==> src/rtl/lpht_pkg.sv <==
// shared constants, types and control structs of the linear probing hash table
// no dependencies; every other rtl file takes names from here by scope
package lpht_pkg;

    localparam int TABLE_SIZE    = 16;
    localparam int PAYLOAD_WIDTH = 32;

    localparam int FUNC_W    = 2;
    localparam int KEY_W     = 16;
    localparam int IN_PAY_W  = 32;
    localparam int OUT_W     = 32;
    localparam int STORE_W   = (PAYLOAD_WIDTH < IN_PAY_W) ? PAYLOAD_WIDTH : IN_PAY_W;
    localparam int IDX_W     = (TABLE_SIZE > 1) ? $clog2(TABLE_SIZE) : 1;
    localparam int CNT_W     = $clog2(TABLE_SIZE + 1);
    localparam bit HOME_POW2 = (TABLE_SIZE & (TABLE_SIZE - 1)) == 0;

    // home slot by reciprocal multiplication, exact for every 16-bit key
    localparam int RECIP_W     = 32;
    localparam int HOME_PROD_W = KEY_W + RECIP_W;
    localparam longint unsigned RECIP_FULL =
        ((64'd1 << RECIP_W) + 64'(TABLE_SIZE) - 64'd1) / 64'(TABLE_SIZE);

    typedef logic [FUNC_W-1:0]      func_t;
    typedef logic [KEY_W-1:0]       key_t;
    typedef logic [IN_PAY_W-1:0]    in_word_t;
    typedef logic [OUT_W-1:0]       out_word_t;
    typedef logic [STORE_W-1:0]     store_t;
    typedef logic [IDX_W-1:0]       idx_t;
    typedef logic [CNT_W-1:0]       cnt_t;
    typedef logic [RECIP_W-1:0]     recip_t;
    typedef logic [HOME_PROD_W-1:0] home_prod_t;

    localparam idx_t           TABLE_LAST     = idx_t'(TABLE_SIZE - 1);
    localparam cnt_t           TABLE_SIZE_CNT = cnt_t'(TABLE_SIZE);
    localparam key_t           TABLE_SIZE_KEY = key_t'(TABLE_SIZE);
    localparam recip_t         HOME_RECIP     = recip_t'(RECIP_FULL);

    localparam func_t FUNC_INSERT = 2'd0;
    localparam func_t FUNC_LOOKUP = 2'd1;
    localparam func_t FUNC_REMOVE = 2'd2;

    // commands from the controller to the datapath
    typedef struct packed {
        logic load;       // capture the accepted request, start home slot unit
        logic init;       // start probing at the home slot
        logic step;       // read the slot under the pointer and advance
        logic hold;       // keep the pending read result
        logic ins_write;  // write key and payload into the free slot
        logic rem_clear;  // clear the valid mark of the matching slot
        logic finish;     // load the result register
        logic fail;       // result is table full or not found
        logic take_pay;   // result carries the stored payload
    } lpht_cmd_t;

    // status from the datapath to the controller
    typedef struct packed {
        func_t op;
        logic  home_done;
        logic  free;        // slot under the pointer is empty
        logic  pend;        // a slot read is waiting to be compared
        logic  hit;         // pending read is a valid matching slot
        logic  probed_all;  // every slot has been visited
    } lpht_stat_t;

endpackage

==> src/rtl/lpht_home.sv <==
// home slot unit: key modulo the table size
// mask for a power of two size, otherwise a registered reciprocal multiply; uses lpht_pkg
module lpht_home
(
    input  logic                clk,
    input  logic                rst_n,
    input  logic                start,
    input  lpht_pkg::key_t      key,
    output lpht_pkg::idx_t      home,
    output logic                done
);

    if (lpht_pkg::HOME_POW2) begin : g_mask
        lpht_pkg::idx_t home_reg;

        always_ff @(posedge clk)
        begin
            if (start)
            begin
                home_reg <= key[lpht_pkg::IDX_W-1:0];
            end
        end

        assign home = home_reg;
        assign done = 1'b1;
    end else begin : g_recip
        lpht_pkg::key_t         key_reg;
        lpht_pkg::key_t         quot_reg, quot_next;
        logic                   busy_reg;
        lpht_pkg::home_prod_t   prod;
        lpht_pkg::key_t         back;
        lpht_pkg::key_t         rem;

        // quotient from the top bits of key times the rounded-up reciprocal
        assign prod      = lpht_pkg::home_prod_t'(key_reg) *
                           lpht_pkg::home_prod_t'(lpht_pkg::HOME_RECIP);
        assign quot_next = prod[lpht_pkg::HOME_PROD_W-1:lpht_pkg::RECIP_W];

        // quotient times size never exceeds the key, so 16 bits hold it
        assign back = quot_reg * lpht_pkg::TABLE_SIZE_KEY;
        assign rem  = key_reg - back;

        always_ff @(posedge clk or negedge rst_n)
        begin
            if (!rst_n)
            begin
                busy_reg <= 1'b0;
            end else begin
                busy_reg <= start;
            end
        end

        always_ff @(posedge clk)
        begin
            if (start)
            begin
                key_reg <= key;
            end
            quot_reg <= quot_next;
        end

        assign home = rem[lpht_pkg::IDX_W-1:0];
        assign done = !busy_reg;
    end

endmodule

==> src/rtl/lpht_datapath.sv <==
// datapath: request registers, probe pointer, slot memories, valid marks, result register
// depends on lpht_pkg and lpht_home
module lpht_datapath
(
    input  logic                   clk,
    input  logic                   rst_n,
    input  lpht_pkg::lpht_cmd_t    cmd,
    input  lpht_pkg::func_t        func,
    input  lpht_pkg::key_t         key,
    input  lpht_pkg::in_word_t     payload_in,
    output lpht_pkg::lpht_stat_t   stat,
    output logic                   status,
    output lpht_pkg::out_word_t    payload_out
);

    lpht_pkg::func_t   func_reg;
    lpht_pkg::key_t    key_reg;
    lpht_pkg::store_t  pay_reg;
    lpht_pkg::idx_t    ptr_reg, ptr_next;
    lpht_pkg::cnt_t    cnt_reg;
    logic              pend_reg, pend_next;
    logic              rd_valid_reg;
    lpht_pkg::key_t    rd_key_reg;
    lpht_pkg::store_t  rd_pay_reg;
    lpht_pkg::idx_t    rd_idx_reg;
    logic [lpht_pkg::TABLE_SIZE-1:0] valid_reg;
    logic              status_reg;
    lpht_pkg::out_word_t payload_out_reg;

    lpht_pkg::key_t    key_mem [lpht_pkg::TABLE_SIZE];
    lpht_pkg::store_t  pay_mem [lpht_pkg::TABLE_SIZE];

    lpht_pkg::idx_t    home;
    logic              home_done;

    lpht_home u_home
    (
        .clk   (clk),
        .rst_n (rst_n),
        .start (cmd.load),
        .key   (key),
        .home  (home),
        .done  (home_done)
    );

    assign ptr_next = (ptr_reg == lpht_pkg::TABLE_LAST) ? '0 : ptr_reg + 1'b1;

    always_comb
    begin
        if (cmd.init)
        begin
            pend_next = 1'b0;
        end else if (cmd.step)
        begin
            pend_next = 1'b1;
        end else if (cmd.hold)
        begin
            pend_next = pend_reg;
        end else begin
            pend_next = 1'b0;
        end
    end

    always_ff @(posedge clk or negedge rst_n)
    begin
        if (!rst_n)
        begin
            valid_reg <= '0;
            pend_reg  <= 1'b0;
            cnt_reg   <= '0;
        end else begin
            pend_reg <= pend_next;
            if (cmd.init)
            begin
                cnt_reg <= '0;
            end else if (cmd.step)
            begin
                cnt_reg <= cnt_reg + 1'b1;
            end
            if (cmd.ins_write)
            begin
                valid_reg[ptr_reg] <= 1'b1;
            end
            if (cmd.rem_clear)
            begin
                valid_reg[rd_idx_reg] <= 1'b0;
            end
        end
    end

    always_ff @(posedge clk)
    begin
        if (cmd.load)
        begin
            func_reg <= func;
            key_reg  <= key;
            pay_reg  <= payload_in[lpht_pkg::STORE_W-1:0];
        end
        if (cmd.init)
        begin
            ptr_reg <= home;
        end else if (cmd.step)
        begin
            ptr_reg      <= ptr_next;
            rd_valid_reg <= valid_reg[ptr_reg];
            rd_idx_reg   <= ptr_reg;
        end
        if (cmd.finish)
        begin
            status_reg      <= cmd.fail;
            payload_out_reg <= cmd.take_pay ? lpht_pkg::out_word_t'(rd_pay_reg) : '0;
        end
    end

    // slot memories: one write port, one registered read port
    always_ff @(posedge clk)
    begin
        if (cmd.ins_write)
        begin
            key_mem[ptr_reg] <= key_reg;
            pay_mem[ptr_reg] <= pay_reg;
        end
        if (cmd.step)
        begin
            rd_key_reg <= key_mem[ptr_reg];
            rd_pay_reg <= pay_mem[ptr_reg];
        end
    end

    always_comb
    begin
        stat.op         = func_reg;
        stat.home_done  = home_done;
        stat.free       = !valid_reg[ptr_reg];
        stat.pend       = pend_reg;
        stat.hit        = pend_reg && rd_valid_reg && (rd_key_reg == key_reg);
        stat.probed_all = (cnt_reg == lpht_pkg::TABLE_SIZE_CNT);
    end

    assign status      = status_reg;
    assign payload_out = payload_out_reg;

endmodule

==> src/rtl/lpht_ctrl.sv <==
// controller: sequences one request through home slot, probing and result hand-off
// depends on lpht_pkg; drives the datapath commands and both handshakes
module lpht_ctrl
(
    input  logic                   clk,
    input  logic                   rst_n,
    input  logic                   in_valid,
    output logic                   in_stall,
    output logic                   out_valid,
    input  logic                   out_stall,
    input  lpht_pkg::lpht_stat_t   stat,
    output lpht_pkg::lpht_cmd_t    cmd
);

    typedef enum logic [1:0] {
        S_IDLE,
        S_HOME,
        S_PROBE
    } state_t;

    state_t state_reg, state_next;
    logic   out_valid_reg, out_valid_next;
    logic   out_free;

    // result register can take a new result this cycle
    assign out_free = !out_valid_reg || !out_stall;

    always_comb
    begin
        state_next = state_reg;
        cmd        = '0;
        case (state_reg)
            S_IDLE:
            begin
                if (in_valid)
                begin
                    cmd.load   = 1'b1;
                    state_next = S_HOME;
                end
            end
            S_HOME:
            begin
                if (stat.home_done)
                begin
                    cmd.init   = 1'b1;
                    state_next = S_PROBE;
                end
            end
            S_PROBE:
            begin
                case (stat.op)
                    lpht_pkg::FUNC_INSERT:
                    begin
                        if (stat.probed_all || stat.free)
                        begin
                            if (out_free)
                            begin
                                cmd.finish    = 1'b1;
                                cmd.fail      = stat.probed_all;
                                cmd.ins_write = !stat.probed_all;
                                state_next    = S_IDLE;
                            end
                        end else begin
                            cmd.step = 1'b1;
                        end
                    end
                    lpht_pkg::FUNC_LOOKUP, lpht_pkg::FUNC_REMOVE:
                    begin
                        if (stat.hit)
                        begin
                            if (out_free)
                            begin
                                cmd.finish    = 1'b1;
                                cmd.take_pay  = (stat.op == lpht_pkg::FUNC_LOOKUP);
                                cmd.rem_clear = (stat.op == lpht_pkg::FUNC_REMOVE);
                                state_next    = S_IDLE;
                            end else begin
                                cmd.hold = 1'b1;
                            end
                        end else if (!stat.probed_all)
                        begin
                            cmd.step = 1'b1;
                        end else if (!stat.pend && out_free)
                        begin
                            cmd.finish = 1'b1;
                            cmd.fail   = 1'b1;
                            state_next = S_IDLE;
                        end
                    end
                    default:
                    begin
                        // unused code: no change, answer not found
                        if (out_free)
                        begin
                            cmd.finish = 1'b1;
                            cmd.fail   = 1'b1;
                            state_next = S_IDLE;
                        end
                    end
                endcase
            end
            default:
            begin
                state_next = S_IDLE;
            end
        endcase
    end

    assign out_valid_next = cmd.finish || (out_valid_reg && out_stall);

    always_ff @(posedge clk or negedge rst_n)
    begin
        if (!rst_n)
        begin
            state_reg     <= S_IDLE;
            out_valid_reg <= 1'b0;
        end else begin
            state_reg     <= state_next;
            out_valid_reg <= out_valid_next;
        end
    end

    assign in_stall  = (state_reg != S_IDLE);
    assign out_valid = out_valid_reg;

endmodule

==> src/rtl/linear_probe_hash_table.sv <==
// Open-addressing hash table with linear probing, keyed by a 16-bit key.
//
// Request channel (in_valid / in_stall): func selects insert, lookup or
// remove; key and payload_in go with it. A transfer happens when in_valid is
// high and in_stall is low. Result channel (out_valid / out_stall): status
// (0 success or found, 1 full or not found) and payload_out (stored word on
// a lookup hit, zero otherwise). Every request gives exactly one result.
//
// One request is worked at a time. A request is loaded, then its home slot
// is found (a mask, or when the table size is not a power of two a reciprocal
// multiply, then multiply back and subtract), then one slot read per cycle
// goes through the slot memory port, up to TABLE_SIZE reads, and the last
// read is compared before the hand-off.
// The result register frees the request side: the next request is taken
// while a result still waits. A stalled receiver holds the result steady;
// a finished request then waits for the result register before completing.
// Reset clears every valid mark, so the table starts empty and is ready at
// once; slot keys and payloads are not cleared.
// Depends on lpht_pkg, lpht_ctrl and lpht_datapath.
module linear_probe_hash_table
(
    input  logic                 clk,
    input  logic                 rst_n,
    input  logic                 in_valid,
    output logic                 in_stall,
    input  lpht_pkg::func_t      func,
    input  lpht_pkg::key_t       key,
    input  lpht_pkg::in_word_t   payload_in,
    output logic                 out_valid,
    input  logic                 out_stall,
    output logic                 status,
    output lpht_pkg::out_word_t  payload_out
);

    lpht_pkg::lpht_cmd_t  cmd;
    lpht_pkg::lpht_stat_t stat;

    lpht_ctrl u_ctrl
    (
        .clk       (clk),
        .rst_n     (rst_n),
        .in_valid  (in_valid),
        .in_stall  (in_stall),
        .out_valid (out_valid),
        .out_stall (out_stall),
        .stat      (stat),
        .cmd       (cmd)
    );

    lpht_datapath u_datapath
    (
        .clk         (clk),
        .rst_n       (rst_n),
        .cmd         (cmd),
        .func        (func),
        .key         (key),
        .payload_in  (payload_in),
        .stat        (stat),
        .status      (status),
        .payload_out (payload_out)
    );

endmodule

==> config.mk <==
export PLATFORM = sky130hd
export DESIGN_NAME = linear_probe_hash_table
export DESIGN_NICKNAME = d
export VERILOG_FILES = /design/src/rtl/lpht_pkg.sv /design/src/rtl/lpht_home.sv /design/src/rtl/lpht_datapath.sv /design/src/rtl/lpht_ctrl.sv /design/src/rtl/linear_probe_hash_table.sv
export SDC_FILE = /design/constraint.sdc
export NUM_CORES = 1
export LEC_CHECK = 0
export BUFFER_PORTS_ARGS = -buffer_cell sky130_fd_sc_hd__buf_2
export CAP_MARGIN = 40
export CORE_AREA = 3 3 257 259
export CTS_CLUSTER_SIZE = 25
export DETAILED_ROUTE_END_ITERATION = 12
export DIE_AREA = 0 0 260 262
export PLACE_DENSITY_LB_ADDON = 0.2
export REMOVE_ABC_BUFFERS = 1
export SETUP_SLACK_MARGIN = 0.5
export SLEW_MARGIN = 20
export SYNTH_ARGS = -nofsm -noshare
export SYNTH_HDL_FRONTEND = slang
export SYNTH_SLANG_ARGS = --single-unit
==> constraint.sdc <==
create_clock -name clk -period 9 [get_ports clk]
set_clock_uncertainty 0.05 [all_clocks]
set_input_delay 2.25 -clock clk [delete_from_list [all_inputs] [get_ports clk]]
set_output_delay 2.25 -clock clk [all_outputs]
set_load 0.1 [all_outputs]
# Word level (Yosys, flattened, before mapping)

Memories as Yosys holds them, arrays and structs flattened. A register that Yosys moved wholly into a read port is not among the register bits.
Cells that the tools add are included.

Bits in registers: 121
Memories: 2
Bits in writable memories: 768
Logic and storage cells: 113

Memories:

| name               | depth | width | read ports | clocked after Yosys merged registers in | write ports | RTL line            | text |
|---|---|---|---|---|---|---|---|
| u_datapath.pay_mem | 16    | 32    | 1          | 1                                       | 1           | lpht_datapath.sv:31 | `lpht_pkg::store_t pay_mem [lpht_pkg::TABLE_SIZE];` |
| u_datapath.key_mem | 16    | 16    | 1          | 1                                       | 1           | lpht_datapath.sv:30 | `lpht_pkg::key_t key_mem [lpht_pkg::TABLE_SIZE];` |

Multiplexer cells: 54
Add/subtract/negate cells: 2
Reduce and logical (&&, ||, !) cells: 21
Equality and inequality tests: 12
$lt $le $gt $ge: 4
Bitwise operators: 4

Operators with widths:

| operator              | number |
|---|---|
| $mux W16              | 2 |
| $mux W1               | 27 |
| $mux W2               | 12 |
| $and A16 B16 Y16      | 1 |
| $eq A16 B16 Y1        | 1 |
| $not A16 Y16          | 1 |
| $or A16 B16 Y16       | 1 |
| $mux W4               | 3 |
| $lt A4 B5 Y1 const B  | 2 |
| $mux W5               | 2 |
| $demux W1 S4          | 2 |
| $ge A4 B1 Y1 const B  | 2 |
| $ne A4 B3 Y1 const B  | 2 |
| $pmux W2 S2           | 2 |
| $mux W7               | 1 |
| $logic_and A1 B1 Y1   | 6 |
| $pmux W2 S3           | 1 |
| $add A5 B1 Y5 const B | 1 |
| $eq A5 B5 Y1 const B  | 1 |
| $logic_not A1 Y1      | 5 |
| $add A4 B1 Y4 const B | 1 |
| $bmux W1 S4           | 1 |
| $eq A2 B1 Y1 const B  | 2 |
| $eq A2 B2 Y1 const B  | 2 |
| other kinds (12)      | 16 |

# Longest topological paths before layout

Depth after elaboration: 11
Depth in mapped cells: 8

# Modules after synthesis

From an unflattened synthesis, not the netlist that was laid out.

Cell total of the unflattened synthesis: 1551
Area total of the unflattened synthesis: 35047.4 um^2

By module, submodules not included:

| module        | cells an instance | area each (um^2) | instances |
|---|---|---|---|
| lpht_datapath | 1501              | 34576.9          | 1 |
| lpht_ctrl     | 44                | 339.1            | 1 |
| lpht_home     | 6                 | 131.4            | 1 |

# Least setup slack after synthesis

Ideal clock, no wire load.

Kind: input to register
Start point: input in_valid
End point: register u_datapath.func_reg[0] (enable)
Buffers on the path: 0
Stages on the path: 2
Required time: 8492 ps
Setup slack: 4105 ps
Arrival: 4387 ps
Setup time: 458 ps
Cells stage by stage: inv_1 > nor2_1

RTL lines:

| element              | RTL line                      | text |
|---|---|---|
| from (decl)          | linear_probe_hash_table.sv:24 | `input logic in_valid,` |
| to (signal assigned) | lpht_datapath.sv:95           | `func_reg <= func;` |
| to (decl)            | lpht_datapath.sv:16           | `lpht_pkg::func_t func_reg;` |

# Worst setup path in the final report

Start point: input out_stall
End point: memory u_datapath.pay_mem[11][4] in the netlist's numbering (enable)

Cells in the longest elaborated chain, start to end: 8

RTL lines:

| element                       | RTL line                      | text |
|---|---|---|
| from (decl)                   | linear_probe_hash_table.sv:30 | `input logic out_stall,` |
| $logic_not A1 Y1              | lpht_ctrl.sv:26               | `assign out_free = !out_valid_reg \|\| !out_stall;` |
| $logic_or A1 B1 Y1            | lpht_ctrl.sv:26               |  |
| $mux W1                       | lpht_ctrl.sv:56               | `if (out_free)` |
| $mux W1                       | lpht_ctrl.sv:54               | `if (stat.probed_all \|\| stat.free)` |
| $mux W1                       | lpht_ctrl.sv:51               | `case (stat.op)` |
| $mux W7                       | lpht_ctrl.sv:32               | `case (state_reg)` |
| $mux W1                       | lpht_datapath.sv:118          | `if (cmd.ins_write)` |
| $mux W1 (not written as such) | lpht_datapath.sv:121          | `pay_mem[ptr_reg] <= pay_reg;` |
| to (decl)                     | lpht_datapath.sv:31           |  |

No other way between the ends.

==> flow_summary.yaml <==
status:
  status: "completed"
timing:
  rsz0062_at_grt: "no"
  hold_viol: 0
  worst_pin_slew_ns: 0.949
  setup_violations: 0
  max_slew_margin_pct: 36.7
  fin_crit_ns: 4.20
  setup_ws_ns: 4.80
  maxSlewViolCount: 0
  fmax_mhz: 238
  fin_tns_setup_ns: 0
  period_share_pct: 46.6
placement:
  placed_cell_area_sq_um: 36900
  dp_hpwl_mm: 37.0
  port_buffers: 88
  dp_slack_ns: 4.15
  dpl.cell_count: 2364
  gp_congestion: 0.757
yosys:
  synth-simple-area-share_pct: 1.94
  synth-xor-area-share_pct: 0.424
  syn_area_sq_um: 35100
  yosysMostFrequentCell: "edfxtp_1"
  syn_avg_cell_area_sq_um: 24.2
  synth_warnings: 0
  synth_flop_cell: "edfxtp_1"
  synthArstFlopShare_pct: 2.68
  synthCells: 1452
  synth_edf_count: 908
  ys_top_cells_by_count: "edfxtp_1, mux4_2, and2_1"
  synth_top_family_by_area: "multiplexers"
  seq_area_frac_synth_pct: 79.4
  synth.largest_area_cell: "edfxtp_1"
  yosys.cell_types.count: 50
  muxShareOfSynthArea_pct: 15.7
  synthAdderAreaFrac_pct: 0.356
  synth_top_cell_area_share_pct: 77.6
  synth.area.top_cells: "edfxtp_1, mux4_2, dfrtp_1"
  synth_seq_cells: 933
  synth-compound-area-share_pct: 1.12
final_layout:
  utilization_pct: 62.4
  largest_register_ffs: 512
  fillerInstances: 4220
  largest_register: "u_datapath.pay_mem"
  syn_to_final_growth_pct: 13.9
  drive_gt1_share_pct: 31.4
  final_cells: 2545
  multiInputGateArea_sq_um: 6930
  nNetsFinal: 1672
  top_regs: "u_datapath.pay_mem: 512 flops, u_datapath.key_mem: 256 flops"
  seqCellArea_sq_um: 27900
  final_area_sq_um: 40000
cts:
  cts_buffers: 94
  clk_latency_ns: 0.64
  cts.htree.levels: 3
  cts_root_buf: "clkbuf_16"
  clkSlewWorstSetupHoldPaths_ns: 0.06
  cts_tree: "built"
  cts_resized: 0
  holdBufCountCts: 0
  clk_path_buf_depth: 3
  post_cts_buffers: 0
  cts.sinks: 933
global_routing:
  antenna_found_initial: 0
  grt_pass1_wl_mm: 103
  grtUsageTotal_pct: 20.7
  grt_start_max_net_pins: 146
  grt_pass1_vias: 16061
  gr-total-overflow: 0
worst_setup_path:
  required_ns: 9.22
  rrSetupSlack_ns: 4.83
  ff2ff_path_depth: 8
  r2r-start: "u_datapath.ptr_reg[1]"
  setup.worst_path.start_class: "primary input"
  arrival_ns: 4.41
  crit_type: "in -> reg"
  critPathCaptureType: "register"
  cp_max_fo: 30
  r2r_end: "u_datapath.pay_mem[11][4]"
route:
  vias: 15452
  wirelength_mm: 68.9
  dr.first_iter.drc_count: 1556
  first_pass_iters: 5
  drtAntennaViolNets: 0
  wl_per_cell_um: 27.1
  via_per_inst: 6.07
  drc: 0
run:
  cap_violations: 0
floorplanning:
  dieWidth_um: 260
  die-area_sq_um: 68100
  rows: 93
  die_y_um: 262
  io_pins: 89
  start_util_pct: 54.8
  fp.coreArea_sq_um: 64100
worst_hold_path:
  holdCritStartpoint: "u_datapath.rd_pay_reg[26]"
  min_to: "u_datapath.payload_out[26]"
  worstHoldPathCells: 1
  worst_hold_path_type: "reg -> reg"
power:
  peakVddDrop_uv: 214
  leakage_nw: 12.9
  cellPowerDensity_nw_per_um2: 289
-- worst max-delay path: stages --
cell     delay, ns
buf_2         0.10
nand2_1       0.14
nand3_1       0.27
nor3_2        0.40
and2_2        0.60
buf_4         0.61
-- logic make-up (layout without fill, tap and decap cells) --
logic type / after synthesis / in the layout
compound gates: 50 / 50
other cells: 0 / 1
buf+inv: 75 / 312
fa+ha+maj: 10 / 10
xor+xnor: 17 / 17
simple gates: 116 / 116
mux: 251 / 251
flops: 933 / 933
-- worst max path at each step --
stage	slack, ns	depth (start not counted)	start	endpoint
after detailed placement	4.15	6	out_stall	u_datapath.pay_mem[11][4]
after floorplan	-1.62	5	u_datapath.ptr_reg[0]	u_datapath.payload_out[0]
after CTS	4.68	8	u_datapath.ptr_reg[1]	u_datapath.key_mem[11][15]
after global placement	4.24	9	u_datapath.ptr_reg[1]	u_datapath.ptr_reg[1]
final	4.80	6	out_stall	u_datapath.pay_mem[11][4]
after global routing	4.58	8	u_datapath.ptr_reg[1]	u_datapath.key_mem[11][15]
-- where the power goes --
part           total (mW)  internal [mW]  switching (mW)
clock network        3.79           2.18            1.62
registers            5.40           5.18           0.222
logic                2.37           1.17            1.19
total                11.6           8.53            3.03
-- metal layers --
layer	global-route usage (%)	wire length, um
met5	0	0
met4	5.87	1550
met3	3.15	3600
met2	32.3	33600
met1	31.2	30200
-- cell usage in the layout, fill, tap and decap left out, types with 4 or more instances in the layout --
master,instances
a21o_1,4
a21oi_1,10
a2bb2oi_1,12
a31oi_1,5
and2_1,34
and2_4,14
buf_12,10
buf_16,11
buf_2,88
buf_4,12
bufinv_16,7
clkbuf_1,22
clkbuf_16,96
clkinv_1,19
clkinv_2,17
clkinvlp_4,6
dfrtp_1,25
edfxtp_1,908
ha_1,10
inv_1,11
mux2i_1,9
mux4_2,240
nand2_1,17
nand3_1,6
nand4_1,8
nor2_1,11
nor2b_1,6
nor3_1,6
xnor2_1,16
-- cell type report --
class,count,share of cell area (%)
diodes,1,0.00625
clock buffers,118,6.21
clock inverters,59,1.36
inverters,12,0.119
multi-input cells,444,17.3
flip-flops and latches,933,69.7
well taps,855,2.67
repair buffers,123,2.64
-- through the flow --
stage               power, mW  hold slack (ns)
floorplan                7.64            0.435
global placement         7.79            0.452
detailed placement       7.89            0.458
CTS                      11.7            0.455
global route             12.0            0.476
finish                   11.6            0.455
(Power assumes the default switching activity.)
